**src/hw/rtl/xs1024_pkg.sv**
```systemverilog
package xs1024_pkg;

    // Request and word geometry
    localparam int MAX_READ = 64;
    localparam int CNT_W    = 7;
    localparam int WORD_W   = 64;
    localparam int HALF_W   = 32;
    localparam int IDX_W    = 4;
    localparam int NWORDS   = 16;

    // Generator constants
    localparam logic [WORD_W-1:0] XS_MUL = 64'd1181783497276652981;
    localparam int XS_A = 31;
    localparam int XS_B = 11;
    localparam int XS_C = 30;

    // Sequencer states
    typedef enum logic [3:0] {
        ST_IDLE,
        ST_RD0,
        ST_RD1,
        ST_MIX,
        ST_MUL0,
        ST_MUL1,
        ST_MUL2,
        ST_ACC,
        ST_EMIT
    } xs_state_t;

    // Seed word for each generator slot
    function automatic logic [WORD_W-1:0] seed_word(input logic [IDX_W-1:0] idx);
        logic [WORD_W-1:0] w;
        case (idx)
            4'd0:    w = 64'h84242f96eca9c41d;
            4'd1:    w = 64'ha3c65b8776f96855;
            4'd2:    w = 64'h5b34a39f070b5837;
            4'd3:    w = 64'h4489affce4f31a1e;
            4'd4:    w = 64'h2ffeeb0a48316f40;
            4'd5:    w = 64'hdc2d9891fe68c022;
            4'd6:    w = 64'h3659132bb12fea70;
            4'd7:    w = 64'haac17d8efa43cab8;
            4'd8:    w = 64'hc4cb815590989b13;
            4'd9:    w = 64'h5ee975283d71c93b;
            4'd10:   w = 64'h691548c86c1bd540;
            4'd11:   w = 64'h7910c41d10a1e6a5;
            4'd12:   w = 64'h0b5fc64563b3e2a8;
            4'd13:   w = 64'h047f7684e9fc949d;
            4'd14:   w = 64'hb99181f2d8f685ca;
            default: w = 64'h284600e3f30e38c3;
        endcase
        return w;
    endfunction

endpackage

```
**src/hw/rtl/xs1024_word_mem.sv**
```systemverilog
module xs1024_word_mem (
    input  logic                             clk,
    input  logic                             rst_n,
    input  logic                             we,
    input  logic [xs1024_pkg::IDX_W-1:0]     waddr,
    input  logic [xs1024_pkg::WORD_W-1:0]    wdata,
    input  logic [xs1024_pkg::IDX_W-1:0]     raddr,
    output logic [xs1024_pkg::WORD_W-1:0]    rdata
);

    logic [xs1024_pkg::WORD_W-1:0] mem [xs1024_pkg::NWORDS];
    logic [xs1024_pkg::NWORDS-1:0] valid_reg;
    logic [xs1024_pkg::WORD_W-1:0] rdata_reg;

    // Mark written slots; unwritten slots read as their seed
    always_ff @(posedge clk or negedge rst_n)
    begin
        if (!rst_n)
        begin
            valid_reg <= '0;
        end
        else if (we)
        begin
            valid_reg[waddr] <= 1'b1;
        end
    end

    // Write port
    always_ff @(posedge clk)
    begin
        if (we)
        begin
            mem[waddr] <= wdata;
        end
    end

    // Registered read port
    always_ff @(posedge clk)
    begin
        rdata_reg <= valid_reg[raddr] ? mem[raddr] : xs1024_pkg::seed_word(raddr);
    end

    assign rdata = rdata_reg;

endmodule

```
**src/hw/rtl/xs1024_mul32.sv**
```systemverilog
module xs1024_mul32 (
    input  logic                               clk,
    input  logic [xs1024_pkg::HALF_W-1:0]      a,
    input  logic [xs1024_pkg::HALF_W-1:0]      b,
    output logic [xs1024_pkg::WORD_W-1:0]      p
);

    logic [xs1024_pkg::WORD_W-1:0] p_reg;

    // Register the full 64-bit partial product
    always_ff @(posedge clk)
    begin
        p_reg <= {{xs1024_pkg::HALF_W{1'b0}}, a} * {{xs1024_pkg::HALF_W{1'b0}}, b};
    end

    assign p = p_reg;

endmodule

```
**src/hw/rtl/xorshift1024_star_byte_source.sv**
```systemverilog
// xorshift1024* byte source. Each request asks for byte_count bytes (0 gives
// nothing, above 64 is cut to 64) and is answered with that many bytes, one
// per handshake, least significant byte of each 64-bit word first, the final
// one flagged by last_byte. Bytes left over from the last word are served
// first when the request fits in them; otherwise they are dropped and new
// words are drawn. A byte leaves at most once per cycle. Drawing a word takes
// two reads of the 16-word state memory, one mix and write-back step, and
// three passes through the shared 32x32 multiplier plus an accumulate to
// form the low 64 bits of the product. A new request is taken only once the
// previous one is finished.
module xorshift1024_star_byte_source (
    input  logic                            clk,
    input  logic                            rst_n,
    input  logic                            req_valid,
    output logic                            req_ready,
    input  logic [xs1024_pkg::CNT_W-1:0]    byte_count,
    output logic                            byte_valid,
    input  logic                            byte_ready,
    output logic [7:0]                      random_byte,
    output logic                            last_byte
);

    xs1024_pkg::xs_state_t state_reg, state_next;

    logic [xs1024_pkg::IDX_W-1:0]   word_index_reg, word_index_next;
    logic [xs1024_pkg::WORD_W-1:0]  held_word_reg, held_word_next;
    logic [3:0]                     bytes_left_reg, bytes_left_next;
    logic [xs1024_pkg::CNT_W-1:0]   rest_reg, rest_next;
    logic [2:0]                     pos_reg, pos_next;
    logic [xs1024_pkg::WORD_W-1:0]  w0_reg, w0_next;
    logic [xs1024_pkg::WORD_W-1:0]  mix_reg, mix_next;
    logic [xs1024_pkg::WORD_W-1:0]  acc_reg, acc_next;

    logic [xs1024_pkg::CNT_W-1:0]   req_cnt;
    logic [3:0]                     start_pos;
    logic                           req_take;
    logic                           byte_take;

    logic                           mem_we;
    logic [xs1024_pkg::IDX_W-1:0]   mem_raddr;
    logic [xs1024_pkg::IDX_W-1:0]   next_index;
    logic [xs1024_pkg::WORD_W-1:0]  mem_rdata;
    logic [xs1024_pkg::WORD_W-1:0]  w1x;
    logic [xs1024_pkg::WORD_W-1:0]  mix_word;

    logic [xs1024_pkg::HALF_W-1:0]  mul_a, mul_b;
    logic [xs1024_pkg::WORD_W-1:0]  mul_p;
    logic [xs1024_pkg::HALF_W-1:0]  upper_sum;

    // Saturate the request and find where leftover bytes start
    assign req_cnt   = (byte_count > xs1024_pkg::CNT_W'(xs1024_pkg::MAX_READ))
                       ? xs1024_pkg::CNT_W'(xs1024_pkg::MAX_READ) : byte_count;
    assign start_pos = 4'd8 - bytes_left_reg;
    assign req_take  = req_valid && req_ready;
    assign byte_take = byte_valid && byte_ready;

    // Generator step on the two words read from state memory
    assign next_index = word_index_reg + 1'b1;
    assign w1x        = mem_rdata ^ (mem_rdata << xs1024_pkg::XS_A);
    assign mix_word   = w1x ^ w0_reg ^ (w1x >> xs1024_pkg::XS_B)
                        ^ (w0_reg >> xs1024_pkg::XS_C);

    // Upper half correction for the 64-bit product
    assign upper_sum  = acc_reg[xs1024_pkg::WORD_W-1:xs1024_pkg::HALF_W]
                        + mul_p[xs1024_pkg::HALF_W-1:0];

    xs1024_word_mem u_mem (
        .clk   (clk),
        .rst_n (rst_n),
        .we    (mem_we),
        .waddr (next_index),
        .wdata (mix_word),
        .raddr (mem_raddr),
        .rdata (mem_rdata)
    );

    xs1024_mul32 u_mul (
        .clk (clk),
        .a   (mul_a),
        .b   (mul_b),
        .p   (mul_p)
    );

    // Next state
    always_comb
    begin
        state_next = state_reg;
        case (state_reg)
            xs1024_pkg::ST_IDLE:
            begin
                if (req_take && (req_cnt != '0))
                begin
                    if (req_cnt <= {3'b000, bytes_left_reg})
                        state_next = xs1024_pkg::ST_EMIT;
                    else
                        state_next = xs1024_pkg::ST_RD0;
                end
            end
            xs1024_pkg::ST_RD0:  state_next = xs1024_pkg::ST_RD1;
            xs1024_pkg::ST_RD1:  state_next = xs1024_pkg::ST_MIX;
            xs1024_pkg::ST_MIX:  state_next = xs1024_pkg::ST_MUL0;
            xs1024_pkg::ST_MUL0: state_next = xs1024_pkg::ST_MUL1;
            xs1024_pkg::ST_MUL1: state_next = xs1024_pkg::ST_MUL2;
            xs1024_pkg::ST_MUL2: state_next = xs1024_pkg::ST_ACC;
            xs1024_pkg::ST_ACC:  state_next = xs1024_pkg::ST_EMIT;
            xs1024_pkg::ST_EMIT:
            begin
                if (byte_take)
                begin
                    if (rest_reg == 7'd1)
                        state_next = xs1024_pkg::ST_IDLE;
                    else if (bytes_left_reg == 4'd1)
                        state_next = xs1024_pkg::ST_RD0;
                end
            end
            default: state_next = xs1024_pkg::ST_IDLE;
        endcase
    end

    // Outputs and unit controls
    always_comb
    begin
        req_ready  = 1'b0;
        byte_valid = 1'b0;
        mem_we     = 1'b0;
        mem_raddr  = word_index_reg;
        mul_a      = mix_reg[xs1024_pkg::HALF_W-1:0];
        mul_b      = xs1024_pkg::XS_MUL[xs1024_pkg::HALF_W-1:0];
        case (state_reg)
            xs1024_pkg::ST_IDLE: req_ready = 1'b1;
            xs1024_pkg::ST_RD1:  mem_raddr = next_index;
            xs1024_pkg::ST_MIX:  mem_we = 1'b1;
            xs1024_pkg::ST_MUL1:
            begin
                mul_b = xs1024_pkg::XS_MUL[xs1024_pkg::WORD_W-1:xs1024_pkg::HALF_W];
            end
            xs1024_pkg::ST_MUL2:
            begin
                mul_a = mix_reg[xs1024_pkg::WORD_W-1:xs1024_pkg::HALF_W];
            end
            xs1024_pkg::ST_EMIT: byte_valid = 1'b1;
            default:
            begin
                req_ready = 1'b0;
            end
        endcase
    end

    // Serve the selected byte of the held word
    assign random_byte = held_word_reg[{pos_reg, 3'b000} +: 8];
    assign last_byte   = (rest_reg == 7'd1);

    // Datapath updates
    always_comb
    begin
        word_index_next = word_index_reg;
        held_word_next  = held_word_reg;
        bytes_left_next = bytes_left_reg;
        rest_next       = rest_reg;
        pos_next        = pos_reg;
        w0_next         = w0_reg;
        mix_next        = mix_reg;
        acc_next        = acc_reg;
        case (state_reg)
            xs1024_pkg::ST_IDLE:
            begin
                if (req_take)
                begin
                    rest_next = req_cnt;
                    pos_next  = start_pos[2:0];
                end
            end
            xs1024_pkg::ST_RD1:
            begin
                w0_next = mem_rdata;
            end
            xs1024_pkg::ST_MIX:
            begin
                mix_next        = mix_word;
                word_index_next = next_index;
            end
            xs1024_pkg::ST_MUL1:
            begin
                acc_next = mul_p;
            end
            xs1024_pkg::ST_MUL2:
            begin
                acc_next = {upper_sum, acc_reg[xs1024_pkg::HALF_W-1:0]};
            end
            xs1024_pkg::ST_ACC:
            begin
                held_word_next  = {upper_sum, acc_reg[xs1024_pkg::HALF_W-1:0]};
                bytes_left_next = 4'd8;
                pos_next        = 3'd0;
            end
            xs1024_pkg::ST_EMIT:
            begin
                if (byte_take)
                begin
                    rest_next       = rest_reg - 1'b1;
                    bytes_left_next = bytes_left_reg - 1'b1;
                    pos_next        = pos_reg + 1'b1;
                end
            end
            default:
            begin
                rest_next = rest_reg;
            end
        endcase
    end

    // Control registers
    always_ff @(posedge clk or negedge rst_n)
    begin
        if (!rst_n)
        begin
            state_reg      <= xs1024_pkg::ST_IDLE;
            word_index_reg <= '0;
            held_word_reg  <= '0;
            bytes_left_reg <= '0;
            rest_reg       <= '0;
            pos_reg        <= '0;
        end
        else
        begin
            state_reg      <= state_next;
            word_index_reg <= word_index_next;
            held_word_reg  <= held_word_next;
            bytes_left_reg <= bytes_left_next;
            rest_reg       <= rest_next;
            pos_reg        <= pos_next;
        end
    end

    // Working registers of the word draw
    always_ff @(posedge clk)
    begin
        w0_reg  <= w0_next;
        mix_reg <= mix_next;
        acc_reg <= acc_next;
    end

endmodule

```
**config.mk**
```make
export PLATFORM = sky130hd
export DESIGN_NAME = xorshift1024_star_byte_source
export DESIGN_NICKNAME = d
export VERILOG_FILES = /design/src/hw/rtl/xs1024_pkg.sv /design/src/hw/rtl/xs1024_word_mem.sv /design/src/hw/rtl/xs1024_mul32.sv /design/src/hw/rtl/xorshift1024_star_byte_source.sv
export SDC_FILE = /design/constraint.sdc
export NUM_CORES = 2
export LEC_CHECK = 0
export BUFFER_PORTS_ARGS = -buffer_cell sky130_fd_sc_hd__buf_2
export CAP_MARGIN = 20
export CORE_ASPECT_RATIO = 1.25
export CORE_MARGIN = 10
export CORE_UTILIZATION = 60
export CTS_BUF_LIST = sky130_fd_sc_hd__clkbuf_8
export CTS_CLUSTER_DIAMETER = 120
export DETAILED_ROUTE_END_ITERATION = 8
export PLACE_DENSITY_LB_ADDON = 0.15
export SYNTH_ARGS = -nofsm -noshare
export SYNTH_HDL_FRONTEND = slang
export SYNTH_SLANG_ARGS = --single-unit
```
**constraint.sdc**
```tcl
create_clock -name clk -period 9.25 [get_ports clk]
set_input_delay 1.85 -clock clk [delete_from_list [all_inputs] [get_ports clk]]
set_output_delay 1.85 -clock clk [all_outputs]
set_load 0.1 [all_outputs]
```
==> Implementation_results.wiki <==
{| class="wikitable"
! Metric !! Value
|-
| Clock network latency to the later pin of the worst-skew pair || 1000 ps
|-
| Setup Total Neg Slack || 0 ps
|-
| Antenna violations before repair || 3
|-
| Worst hold slack || ~410 ps
|-
| Final setup skew || 74.89 ps
|-
| Total count of max-transition violations in the final report || 0
|-
| Actual transition at the worst max-transition pin || 1264 ps
|-
| Average vias per placed instance || between 6 and 7
|-
| Hold violation count in the final report || 0
|-
| Number of DRC violations after detailed-routing iteration 0 || around 4600
|-
| Ratio of cells with drive above 1 in the final layout || ~14%
|-
| RSZ-0062 raised after global routing || false
|-
| First-pass GRT wire length || about 370000 um
|-
| Number of max-capacitance violations reported || 0
|-
| Most frequent cells after synthesis || sky130_fd_sc_hd__edfxtp_1, sky130_fd_sc_hd__mux2i_1, sky130_fd_sc_hd__inv_1
|-
| Effective utilization at floorplan || 60.45%
|-
| Largest net degree at the start of global routing || roughly 140
|-
| CORE AREA || approximately 150000 um^2
|-
| Async S/R FF share, synth || approximately 7.1%
|-
| Clock H-tree levels || 4
|-
| Top cell type's share of synthesized area || approximately two fifths
|-
| Most common cell in the netlist || sky130_fd_sc_hd__edfxtp_1
|-
| Average cell area after synthesis || between 10 and 15 um^2
|-
| CP endpoint kind || register
|-
| Cell Area, Synth || ~91000 um^2
|-
| Synth cell types || 73
|-
| Critical path peak fanout || 13
|-
| CP required || around 10000 ps
|-
| Clock transition at the registers of the reported paths || 80 ps
|-
| Number of global-route vias before repair || between 50000 and 60000
|-
| Number of buffer cells added on primary ports || 21
|-
| Clock tree sinks || between 1000 and 1500
|-
| Top Ports || 22
|-
| Relative slew slack || around 16%
|-
| Post-DP HPWL || between 150000 and 200000 um
|-
| Routed len/inst || 26.72 um
|-
| CP peak stage delay || between 600 and 700 ps
|-
| Largest Register || u_mem.mem
|-
| Most used flip-flop cell after synthesis || sky130_fd_sc_hd__edfxtp_1
|-
| Post-Synthesis Cells || between 6000 and 7000
|-
| Critical path buffers and inverters || 7
|-
| Post-route fraction of the period consumed by the critical path || 96.25%
|-
| Synth area leaders || sky130_fd_sc_hd__edfxtp_1, sky130_fd_sc_hd__mux2i_1, sky130_fd_sc_hd__fa_1, sky130_fd_sc_hd__mux4_2, sky130_fd_sc_hd__ha_1
|-
| Filler cell count || approximately 11000
|-
| Highest-delay cell along the critical path || sky130_fd_sc_hd__a21boi_0
|-
| Placer congestion estimate || between 1 and 1.5
|-
| Number of iterations in the first detailed-routing pass || 6
|-
| Root Buffer Master || sky130_fd_sc_hd__clkbuf_8
|-
| Share of synthesized area spent on multiplexers || slightly below 20%
|-
| Yosys reg bits || roughly 1400
|-
| Crit path top cell by count || sky130_fd_sc_hd__fa_1
|-
| Share of synthesized cell area in and, or, nand and nor gates || slightly above 4%
|-
| Top Family by Delay on Critical Path || adder cells
|-
| Setup Crit Path Kind || reg2reg
|-
| Crit path launch type || register
|-
| Final setup margin || around 350 ps
|-
| Sequential share of the synthesized area || about 46%
|-
| Setup violation total in the final timing report || 0
|-
| Worst slack at placement || 26.19 ps
|-
| TritonCTS buffer count || 220
|-
| Overall routed net length || 244400 um
|-
| Crit path arrival time || just under 10000 ps
|-
| Height of the chip || 455.5 um
|-
| Via count || around 56000
|-
| Fmax || around 110 MHz
|-
| Floorplan row count || roughly 160
|-
| Final routed DRC violation total || 0
|-
| Minimum period implied by the final worst setup slack || around 8900 ps
|-
| Total track usage || 28.97%
|-
| Run status || finished, final reports clean
|-
| Main combinational cell family by area after synthesis || multiplexers
|-
| Xor-xnor portion of the synthesized cell area || 3.109%
|-
| Final core occ || around 66%
|-
| Compound-gate portion of the synthesized area || 4.817%
|-
| Cell type contributing the most total cell area after synthesis || sky130_fd_sc_hd__edfxtp_1
|-
| Adder-cell share of the synthesized area || between 10% and 20%
|-
| Flip-flop count of the largest register, all copies and words added || 1024
|-
| Remaining global-route overflow || 0
|-
| Remaining number of nets flagged by the antenna check after routing || 0
|-
| CTS hold repair buffers || 0
|-
| DIE AREA || about 170000 um^2
|-
| Layout net count || slightly below 8000
|-
| TritonCTS clock tree || built
|-
| Area growth, synth to finish || 8.539%
|-
| Die width || roughly 370 um
|-
| Count of flip-flops with a built-in enable after synthesis || about 1200
|-
| Maximum number of buffers from clock root to sink || 3
|-
| Count of yosys warnings during synthesis || 0
|-
| Hold Path Class || reg2reg
|}
-- cells by family (layout without fill, tap and decap cells) --
kind of cell / count (synthesis) / after routing
XOR/XNOR: 321 / 321
AND/OR/NAND/NOR: 839 / 839
adder cells (fa/ha/maj): 974 / 974
flip-flops: 1445 / 1445
buffers and inverters: 1113 / 1383
other: 2 / 42
multiplexers: 1395 / 1395
AO/OA/AOI/OAI: 736 / 736
-- cell type report --
class	count	area, um^2	area share [%]
multi-input cells	4304	45470	46.02
flip-flops and latches	1445	41620	42.12
clock buffers	243	3344	3.385
inverters	728	2739	2.772
well taps	2012	2517	2.548
repair buffers	239	1961	1.984
clock inverters	173	1157	1.171
diodes	3	7.507	0.007597
-- routing by layer --
metal  GRT usage, %  routed length [um]  vias up
li1               -                   -    24720
met1          34.49               91550    28640
met2          50.29              124200     1849
met3          3.750               12590      650
met4          16.72               16040        2
met5              0                  13        -
-- tightest hold or removal path, delay by kind of cell, from the launching register on --
family | cells | cell delay [ps]
flip-flops | 1 | 320
AND/OR/NAND/NOR | 2 | 80
-- metrics by stage --
stage | cells | area, um^2
after floorplan | 6862 | 91190
after global placement | 8706 | 94030
after detailed placement | 8711 | 94080
after CTS | 9130 | 98620
after global routing | 9147 | 98810
final | 9147 | 98810
-- layout by cell type, fill, tap and decap left out, types with 39 or more instances in the layout --
cell type                  Yosys  routed
sky130_fd_sc_hd__nor2_1      177     157
sky130_fd_sc_hd__xnor2_1     252     241
sky130_fd_sc_hd__clkinv_2      0      40
sky130_fd_sc_hd__a21oi_1     279     276
sky130_fd_sc_hd__mux2i_1    1055    1050
sky130_fd_sc_hd__clkbuf_8      0     243
sky130_fd_sc_hd__dfxtp_1     127     127
sky130_fd_sc_hd__conb_1        2      39
sky130_fd_sc_hd__mux4_2      325     325
sky130_fd_sc_hd__nand2_1     442     438
sky130_fd_sc_hd__o21ai_0     178     178
sky130_fd_sc_hd__and2_1       40      40
sky130_fd_sc_hd__ha_1        454     452
sky130_fd_sc_hd__fa_1        519     519
sky130_fd_sc_hd__xor2_1       68      68
sky130_fd_sc_hd__edfxtp_1   1216    1216
sky130_fd_sc_hd__buf_4        23     199
sky130_fd_sc_hd__dfrtp_1     102     100
sky130_fd_sc_hd__a21o_1       97      97
sky130_fd_sc_hd__clkinv_1      5      40
sky130_fd_sc_hd__inv_1       720     782
-- final timing paths --
check	startpoint	end	slack, ps	depth (start not counted)
max	state_reg[0]	u_mul.p[60]	350	29
min	acc_reg[25]	held_word_reg[25]	410	2
max reg2reg	state_reg[0]	u_mul.p[60]	350	29
min reg2reg	acc_reg[25]	held_word_reg[25]	410	2
max in group asynchronous	rst_n	word_index_reg[0]	7050	2
min in group asynchronous	rst_n	held_word_reg[1]	890	1
-- what timing repair did --
item | CTS | global route
buffers inserted | 3 | 9
setup endpoints to repair | 2 | 10
cloned | 0 | 0
pin swaps | 1 | 2
resized for setup | 0 | 20
Power is left out: the tool's default activity adds up to more than one toggle a clock period on the data nets, which glitch-free logic cannot reach.
